===== src/hw/rtl/jswp_pkg.sv =====
// Shared types and constants for the JTAG shift word packer.
// No dependencies; imported by every module of the block.
package jswp_pkg;

	localparam int CHUNK_WORDS_DEF = 4;
	localparam int QUEUE_DEPTH     = 2;

	// Input operation codes (carried on s_tuser)
	localparam logic OP_BIT = 1'b0;
	localparam logic OP_RX  = 1'b1;

	// Result kinds (carried on m_tuser)
	localparam logic KIND_CMD = 1'b0;
	localparam logic KIND_TDO = 1'b1;

	// Field bases inside a command word
	localparam int TDI_BASE  = 0;
	localparam int TCK_BASE  = 8;
	localparam int READ_BASE = 12;

	// One job handed from the front to the back
	typedef struct packed {
		logic        is_tdo;   // unpack a returned word
		logic [15:0] data;     // command word, or returned TDO word
		logic [3:0]  n_bits;   // TDO bits to unpack
		logic        extra;    // a zero dummy word follows and closes the chunk
		logic        close;    // last word of this job closes a chunk
		logic [3:0]  changes;  // chunk change count on close
		logic [3:0]  reads;    // chunk read count on close
	} job_t;

endpackage


===== src/hw/rtl/jswp_front.sv =====
// Front end: accepts requests, packs TDI bits into words, tracks chunk state.
// Depends on jswp_pkg; produces job_t entries for the queue.
module jswp_front #(
	parameter int CHUNK_WORDS = 4
) (
	input  logic          clk,
	input  logic          arst_n,
	input  logic          in_valid,
	output logic          in_ready,
	input  logic          op,
	input  logic          tdi_bit,
	input  logic          capture,
	input  logic          final_bit,
	input  logic [15:0]   rx_word,
	input  logic          q_full,
	output logic          push,
	output jswp_pkg::job_t push_job
);
	import jswp_pkg::*;

	localparam logic [3:0] CLOSE_AT = 4'(4 * CHUNK_WORDS - 1);

	logic [3:0]  change_count_q;
	logic [3:0]  read_count_q;
	logic [15:0] work_word_q;
	logic [3:0]  pending_reads_q;

	logic        accept;
	logic [1:0]  pos;
	logic [15:0] base_word;
	logic [15:0] new_word;
	logic [3:0]  new_changes;
	logic [3:0]  new_reads;
	logic        closing;
	logic        word_full;

	assign in_ready = !q_full;
	assign accept   = in_valid && in_ready;

	always_comb begin
		pos         = change_count_q[1:0];
		base_word   = (pos == 2'd0) ? 16'd0 : work_word_q;
		new_word    = base_word
		            | (16'(tdi_bit) << (TDI_BASE + 32'(pos)))
		            | (16'd1 << (TCK_BASE + 32'(pos)))
		            | (16'(capture) << (READ_BASE + 32'(pos)));
		new_changes = change_count_q + 4'd1;
		new_reads   = read_count_q + 4'(capture);
		word_full   = (new_changes[1:0] == 2'd0);
		closing     = (new_changes == CLOSE_AT) || final_bit;

		push     = 1'b0;
		push_job = '0;
		if (accept) begin
			if (op == OP_BIT) begin
				push_job.data = new_word;
				if (new_changes == CLOSE_AT) begin
					push             = 1'b1;
					push_job.close   = 1'b1;
					push_job.changes = new_changes;
					push_job.reads   = new_reads;
				end else if (final_bit) begin
					// full word on the final bit: add a non-clocking dummy change
					push             = 1'b1;
					push_job.close   = 1'b1;
					push_job.extra   = word_full;
					push_job.changes = word_full ? (new_changes + 4'd1) : new_changes;
					push_job.reads   = new_reads;
				end else if (word_full) begin
					push = 1'b1;
				end
			end else if (pending_reads_q != 4'd0) begin
				push            = 1'b1;
				push_job.is_tdo = 1'b1;
				push_job.data   = rx_word;
				push_job.n_bits = pending_reads_q;
			end
		end
	end

	always_ff @(posedge clk or negedge arst_n) begin
		if (!arst_n) begin
			change_count_q  <= '0;
			read_count_q    <= '0;
			work_word_q     <= '0;
			pending_reads_q <= '0;
		end else if (accept) begin
			if (op == OP_BIT) begin
				if (closing) begin
					change_count_q  <= '0;
					read_count_q    <= '0;
					work_word_q     <= '0;
					pending_reads_q <= new_reads;
				end else begin
					change_count_q <= new_changes;
					read_count_q   <= new_reads;
					work_word_q    <= new_word;
				end
			end else begin
				pending_reads_q <= '0;
			end
		end
	end

endmodule


===== src/hw/rtl/jswp_queue.sv =====
// Short job queue between front and back ends.
// Depends on jswp_pkg for job_t and QUEUE_DEPTH.
module jswp_queue (
	input  logic           clk,
	input  logic           arst_n,
	input  logic           push,
	input  jswp_pkg::job_t push_job,
	output logic           full,
	input  logic           pop,
	output logic           head_valid,
	output jswp_pkg::job_t head_job
);
	import jswp_pkg::*;

	localparam int PW = (QUEUE_DEPTH > 1) ? $clog2(QUEUE_DEPTH) : 1;
	localparam int CW = $clog2(QUEUE_DEPTH + 1);

	job_t          slots_q [QUEUE_DEPTH];
	logic [PW-1:0] wr_ptr_q;
	logic [PW-1:0] rd_ptr_q;
	logic [CW-1:0] count_q;

	assign full       = (count_q == CW'(QUEUE_DEPTH));
	assign head_valid = (count_q != '0);
	assign head_job   = slots_q[rd_ptr_q];

	function automatic logic [PW-1:0] next_ptr(input logic [PW-1:0] p);
		return (p == PW'(QUEUE_DEPTH - 1)) ? '0 : p + PW'(1);
	endfunction

	always_ff @(posedge clk) begin
		if (push) begin
			slots_q[wr_ptr_q] <= push_job;
		end
	end

	always_ff @(posedge clk or negedge arst_n) begin
		if (!arst_n) begin
			wr_ptr_q <= '0;
			rd_ptr_q <= '0;
			count_q  <= '0;
		end else begin
			if (push) begin
				wr_ptr_q <= next_ptr(wr_ptr_q);
			end
			if (pop) begin
				rd_ptr_q <= next_ptr(rd_ptr_q);
			end
			if (push && !pop) begin
				count_q <= count_q + CW'(1);
			end else if (pop && !push) begin
				count_q <= count_q - CW'(1);
			end
		end
	end

endmodule


===== src/hw/rtl/jswp_back.sv =====
// Back end: expands jobs into registered results, one per cycle unless output stalls.
// Depends on jswp_pkg for job_t and result kind codes.
module jswp_back (
	input  logic           clk,
	input  logic           arst_n,
	input  logic           head_valid,
	input  jswp_pkg::job_t head_job,
	output logic           pop,
	output logic           out_valid,
	input  logic           out_ready,
	output logic           kind,
	output logic [15:0]    cmd_word,
	output logic           chunk_end,
	output logic [3:0]     chunk_changes,
	output logic [3:0]     chunk_reads,
	output logic           tdo_bit,
	output logic           last
);
	import jswp_pkg::*;

	logic [3:0]  step_q;
	logic        out_valid_q;
	logic        kind_q;
	logic [15:0] cmd_word_q;
	logic        chunk_end_q;
	logic [3:0]  chunk_changes_q;
	logic [3:0]  chunk_reads_q;
	logic        tdo_bit_q;
	logic        last_q;

	logic        load;
	logic        r_kind;
	logic [15:0] r_word;
	logic        r_end;
	logic [3:0]  r_changes;
	logic [3:0]  r_reads;
	logic        r_tdo;
	logic        r_last;
	logic [4:0]  bit_idx;

	assign load = head_valid && (!out_valid_q || out_ready);
	assign pop  = load && r_last;

	always_comb begin
		// MSB-aligned: bit k of n comes from position 16-n+k
		bit_idx   = 5'd16 - {1'b0, head_job.n_bits} + {1'b0, step_q};
		r_kind    = KIND_CMD;
		r_word    = '0;
		r_end     = 1'b0;
		r_changes = '0;
		r_reads   = '0;
		r_tdo     = 1'b0;
		r_last    = 1'b1;
		if (head_job.is_tdo) begin
			r_kind = KIND_TDO;
			r_tdo  = head_job.data[bit_idx[3:0]];
			r_last = (step_q == head_job.n_bits - 4'd1);
		end else if (head_job.extra && step_q == 4'd0) begin
			r_word = head_job.data;
			r_last = 1'b0;
		end else begin
			// dummy word is all zero; otherwise the job's own word
			r_word    = head_job.extra ? 16'd0 : head_job.data;
			r_end     = head_job.close;
			r_changes = head_job.close ? head_job.changes : 4'd0;
			r_reads   = head_job.close ? head_job.reads : 4'd0;
		end
	end

	always_ff @(posedge clk or negedge arst_n) begin
		if (!arst_n) begin
			step_q      <= '0;
			out_valid_q <= 1'b0;
		end else begin
			if (load) begin
				out_valid_q <= 1'b1;
				step_q      <= r_last ? 4'd0 : step_q + 4'd1;
			end else if (out_ready) begin
				out_valid_q <= 1'b0;
			end
		end
	end

	always_ff @(posedge clk) begin
		if (load) begin
			kind_q          <= r_kind;
			cmd_word_q      <= r_word;
			chunk_end_q     <= r_end;
			chunk_changes_q <= r_changes;
			chunk_reads_q   <= r_reads;
			tdo_bit_q       <= r_tdo;
			last_q          <= r_last;
		end
	end

	assign out_valid     = out_valid_q;
	assign kind          = kind_q;
	assign cmd_word      = cmd_word_q;
	assign chunk_end     = chunk_end_q;
	assign chunk_changes = chunk_changes_q;
	assign chunk_reads   = chunk_reads_q;
	assign tdo_bit       = tdo_bit_q;
	assign last          = last_q;

endmodule


===== src/hw/rtl/jtag_shift_word_packer.sv =====
// Top level of the JTAG shift word packer: front end, job queue, back end.
// Depends on jswp_pkg, jswp_front, jswp_queue and jswp_back.
//
//  Channel | Direction | tuser | tlast     | tdata (low bit first)
//  --------+-----------+-------+-----------+---------------------------------------------
//  s_*     | in        | op    | final_bit | tdi_bit, capture, rx_word, pad to 24 bits
//  m_*     | out       | kind  | last      | cmd_word, chunk_end, chunk_changes,
//          |           |       |           | chunk_reads, tdo_bit, pad to 32 bits
//
// A request is taken whenever the two-entry job queue has room.
// The back end emits one result per cycle unless m_tready stalls it: a TDI bit
// request yields zero, one or two command words; a returned TDO word yields one
// result per pending bit, up to 15 results, which sets the sustained rate for unpack requests.
// The output register decouples m_tready stalls; the queue lets the front keep
// accepting while the back is busy. Asynchronous reset clears all chunk state.
module jtag_shift_word_packer #(
	parameter int CHUNK_WORDS = jswp_pkg::CHUNK_WORDS_DEF
) (
	input  logic        clk,
	input  logic        arst_n,
	input  logic        s_tvalid,
	output logic        s_tready,
	input  logic [23:0] s_tdata,   // [0] tdi_bit, [1] capture, [17:2] rx_word, rest zero
	input  logic        s_tuser,   // op
	input  logic        s_tlast,   // final_bit
	output logic        m_tvalid,
	input  logic        m_tready,
	output logic [31:0] m_tdata,   // [15:0] cmd_word, [16] chunk_end, [20:17] chunk_changes,
	                               // [24:21] chunk_reads, [25] tdo_bit, rest zero
	output logic        m_tuser,   // kind
	output logic        m_tlast    // last
);
	import jswp_pkg::*;

	job_t        push_job;
	job_t        head_job;
	logic        push;
	logic        q_full;
	logic        head_valid;
	logic        pop;
	logic [15:0] cmd_word;
	logic        chunk_end;
	logic [3:0]  chunk_changes;
	logic [3:0]  chunk_reads;
	logic        tdo_bit;

	jswp_front #(
		.CHUNK_WORDS(CHUNK_WORDS)
	) u_front (
		.clk       (clk),
		.arst_n    (arst_n),
		.in_valid  (s_tvalid),
		.in_ready  (s_tready),
		.op        (s_tuser),
		.tdi_bit   (s_tdata[0]),
		.capture   (s_tdata[1]),
		.final_bit (s_tlast),
		.rx_word   (s_tdata[17:2]),
		.q_full    (q_full),
		.push      (push),
		.push_job  (push_job)
	);

	jswp_queue u_queue (
		.clk        (clk),
		.arst_n     (arst_n),
		.push       (push),
		.push_job   (push_job),
		.full       (q_full),
		.pop        (pop),
		.head_valid (head_valid),
		.head_job   (head_job)
	);

	jswp_back u_back (
		.clk           (clk),
		.arst_n        (arst_n),
		.head_valid    (head_valid),
		.head_job      (head_job),
		.pop           (pop),
		.out_valid     (m_tvalid),
		.out_ready     (m_tready),
		.kind          (m_tuser),
		.cmd_word      (cmd_word),
		.chunk_end     (chunk_end),
		.chunk_changes (chunk_changes),
		.chunk_reads   (chunk_reads),
		.tdo_bit       (tdo_bit),
		.last          (m_tlast)
	);

	// result fields packed from bit 0 up, zero padded to a whole byte
	assign m_tdata = {6'd0, tdo_bit, chunk_reads, chunk_changes, chunk_end, cmd_word};

endmodule


===== config.mk =====
export PLATFORM = sky130hd
export DESIGN_NAME = jtag_shift_word_packer
export DESIGN_NICKNAME = d
export VERILOG_FILES = /design/src/hw/rtl/jswp_pkg.sv /design/src/hw/rtl/jswp_front.sv /design/src/hw/rtl/jswp_queue.sv /design/src/hw/rtl/jswp_back.sv /design/src/hw/rtl/jtag_shift_word_packer.sv
export SDC_FILE = /design/constraint.sdc
export NUM_CORES = 1
export LEC_CHECK = 0
export ABC_AREA = 1
export BUFFER_PORTS_ARGS = -buffer_cell sky130_fd_sc_hd__buf_2
export CAP_MARGIN = 20
export CELL_PAD_IN_SITES_DETAIL_PLACEMENT = 1
export CELL_PAD_IN_SITES_GLOBAL_PLACEMENT = 1
export CORE_MARGIN = 8
export CORE_UTILIZATION = 38
export CTS_BUF_LIST = sky130_fd_sc_hd__clkbuf_4 sky130_fd_sc_hd__clkbuf_8 sky130_fd_sc_hd__clkbuf_16
export CTS_CLUSTER_DIAMETER = 200
export DETAILED_ROUTE_END_ITERATION = 8
export PLACE_DENSITY = 0.75
export SETUP_SLACK_MARGIN = 0.3
export SYNTH_ARGS = -nofsm -noshare
export SYNTH_HDL_FRONTEND = slang
export SYNTH_HIERARCHICAL = 1
export SYNTH_SLANG_ARGS = --single-unit
export TNS_END_PERCENT = 50

===== constraint.sdc =====
create_clock -name clk -period 3 [get_ports clk]
set_clock_uncertainty 0.05 [all_clocks]
set_input_delay 0.3 -clock clk [delete_from_list [all_inputs] [get_ports clk]]
set_output_delay 0.3 -clock clk [all_outputs]
set_load 0.05 [all_outputs]

==> results.md <==
- Fin area: 7352 µm²
- Clock sink total: 127
- Drt pass-1 iters: 4
- Area Growth Syn to Fin: 17.87%
- Crit path capture type: flip-flop
- Slew margin rel.: 0.3725
- Die W: 144.1 µm
- DRT Wirelength: 14.84 mm
- Core ar.: 16,290 µm²
- Worst EP required: 3.00 ns
- Post-route setup TNS: 0 ns
- Final setup violation count: 0
- Tot GR Track Use: 0.1486
- Post-Layout Cell Count: 875
- Layout cells sized above 1: 0.2477
- Fin util: 0.4513
- # IOs: 66
- Worst R2R Setup Slack: 0.34 ns
- Syn Area/Cell: 10.89 µm²
- Area of placed instances: 6689 µm²
- Nets: 686
- Clk pwr share: 0.272
- Yosys warning count: 6
- Final hold slack: 0.1031 ns
- Type of origin of the critical path: flip-flop
- Final RePlAce weighted congestion: 0.8239
- Vias per inst: 4.872
- Starting Density: 0.3829
- Root Buffer: clkbuf_16
- Switching part of the total: 0.3936
- Seq pwr share: 0.328
- Max Fanout on Critical Path: 15
- Switching pwr: 3.238 mW
- CTS H-tree lvls: 4
- Row cnt: 47
- IO buf count: 53
- Clock slew at reported path FFs: 0.06 ns
- Tcrit/Tclk final: 0.8868
- Max clock buf depth: 2
- R2R depth: 11
- Via count: 4,263
- R2R Path End: u_queue/slots_q[0][11]
- Area leader, netlist: edfxtp_1
- RSZ-0062 raised after global routing: yes
- Pre-CTS WS: 0.3815 ns
- Final Power: 8.226 mW
- Average wire per standard cell: 16.96 µm
- TritonCTS clock tree: done
- Fmax: 0.3759 GHz
- Worst-margin pin slew: 0.9412 ns
- Clock Latency Late Sink: 0.42 ns
- DRC: 0
- Fill cells: 1,796
- Cell-internal power: 4.988 mW
- P_leak: 3.296 nW
- Max IR drop VDD: 0.4853 mV
- Maxcap violations: 0
- WS Path Type: reg -> reg
- Worst Setup SP: u_front/change_count_q[1]
- DRT iter0 DRCs: 201
- Post-layout min period: 2.660 ns
- Setup ws final: 0.3395 ns
- Die Area: 20,770 µm²
- Initial antenna violation count: 2
- Final ANT Viol Nets: 0
- Dpl hpwl: 10.43 mm
- Die height: 144.1 µm
- Fin. Hold Viols: 0
- Hold WC Path Type: in -> reg
- Setup bufs post-CTS: 0
- Synth area leaders: edfxtp_1 43%, dfrtp_1 15%, nand2_1 7.2%, mux2_4 7.0%, inv_1 4.8%
- Gate Count Post-Synth: 573
- Synthesized area: 6237 µm²
- Gr ovfl total: 0
- First-pass GRT wire length: 23.17 mm
- Top cell type's share of synthesized area: 0.4333
- Sequential-to-total area share from yosys stat: 0.5817
- Arrival @ worst endpoint: 2.66 ns
- Run status: completed
- Vias in the first global route: 4,663
- Comb power frac: 0.400
- Final Max Slew Viols: 0
- Placed cells: 840
- Reg2reg start: u_front/change_count_q[1]
- Largest net degree at the start of global routing: 43
- PD cells: 1119 nW/µm²
- Worst setup path end: u_queue/slots_q[0][11]
- CTS buffer count: 17
- Cell variety after synth: 35
- Synth Register Bits: 127
==> per-layer routing <==
layer,routed length [µm],share of wire,GRT usage,vias up
li1,-,-,-,2036
met2,7951,0.54,0.2764,65
met1,5851,0.39,0.1472,2128
met4,428,0.029,0.08578,2
met5,13,0.00088,0,-
met3,598,0.040,0.03698,32
==> cell families after synthesis <==
kind of cell | synth area share
adders and majority gates | 0.03129
xor gates and xnor gates | 0.009830
DFF | 0.5817
muxes | 0.07342
and+or+nand+nor | 0.1517
other | 0.0006012
buffers and inverters | 0.08746
AOI/OAI and AO/OA | 0.06399
==> critical path: stages, from the launching register on <==
cell and delay (ns):
dfrtp_1 0.48, ha_1 0.25, inv_1 0.09, nand2_1 0.07, nand2_1 0.06, nor2_1 0.14, nand2_2 0.08, nand3_2 0.08
o21bai_1 0.08, inv_1 0.08, inv_1 0.11, nor2_2 0.70
==> area by class of cell <==
| type | instances | area [µm²] | share of cell area |
|---|---|---|---|
| antenna | 1 | 2.502 | 0.0003404 |
| clock buffer | 20 | 447.9 | 0.06093 |
| clock inverter | 12 | 192.7 | 0.02621 |
| inverter | 87 | 326.6 | 0.04442 |
| multi-input combinational | 341 | 2105 | 0.2862 |
| sequential | 127 | 3630 | 0.4937 |
| tap | 220 | 275.3 | 0.03744 |
| timing repair buffer | 67 | 372.9 | 0.05071 |
==> flip-flops by register name, summed over array words and instances, names as in the netlist, 2 cells and up <==
| signal | flops |
|---|---|
| u_back/cmd_word | 16 |
| u_front/work_word_q | 16 |
| u_front/change_count_q | 4 |
| u_queue/slots_q | 62 |
| u_front/pending_reads_q | 4 |
| u_back/chunk_reads | 4 |
| u_front/read_count_q | 4 |
| u_back/chunk_changes | 4 |
| u_back/step_q | 4 |
| u_queue/count_q | 2 |
==> what timing repair did <==
item	in CTS	in global routing
hold endpoints to repair	35	0
setup endpoints to repair	0	33
hold buffers	1	0
resized for setup	0	1
==> cell usage after synthesis (all sizes together) <==
| cell | count |
|---|---|
| nand2 | 128 |
| edfxtp | 90 |
| inv | 85 |
| nor2 | 53 |
| dfrtp | 37 |
| mux2 | 31 |
| nand3 | 28 |
| o21ai | 27 |
| buf | 23 |
| o22ai | 17 |
| ha | 14 |
| nand4 | 12 |
| a21oi | 10 |
| xor2 | 5 |
| a22oi | 2 |
| clkinv | 2 |
| o211ai | 2 |
| xnor2 | 2 |
| clkbuf | 1 |
| conb | 1 |
| fa | 1 |
| nor4 | 1 |
| o21bai | 1 |
==> power groups by stage <==
stage                     logic, mW  clock network (mW)  registers (mW)
after floorplan                1.96                   0            3.35
after global placement         3.16                   0            2.69
after detailed placement       3.26                   0            2.72
after CTS                      3.31                2.27            2.69
after global routing           3.58                2.33            2.74
final                          3.29                2.24            2.70
==> cell usage in the layout (no fill, tap or decap), types with 3 or more instances in the layout <==
master     synthesis  final
o22ai_1            7      7
bufinv_16          0      5
inv_2              5      5
a21oi_1           10      9
nand3_2            3      3
nand2_1          120    120
clkinv_2           0      3
dfrtp_1           37     36
mux2_4            29     29
edfxtp_1          90     90
ha_1              14     14
nor2_1            51     50
buf_2              4     53
clkinv_1           2      3
nand2_2            7      7
xor2_1             5      5
inv_1             80     80
buf_4             12     13
o22ai_2           10     10
clkbuf_16          0     17
conb_1             1      6
nand4_1           12     12
nand3_1           25     25
clkbuf_4           0      3
o21ai_0           24     24
==> worst min path at each step <==
stage / startpoint / end / slack [ns] / cells after the start
final: m_tready / u_back/out_valid / 0.10 / 4
after global routing: m_tready / u_back/out_valid / 0.12 / 4
after global placement: u_front/pending_reads_q[1] / u_front/pending_reads_q[1] / 0.41 / 2
after detailed placement: u_front/pending_reads_q[3] / u_front/pending_reads_q[3] / 0.41 / 2
after CTS: m_tready / u_back/out_valid / 0.09 / 4
after floorplan: arst_n / u_back/out_valid / -0.05 / 0
No activity file was read; power rests on OpenSTA's default activity.
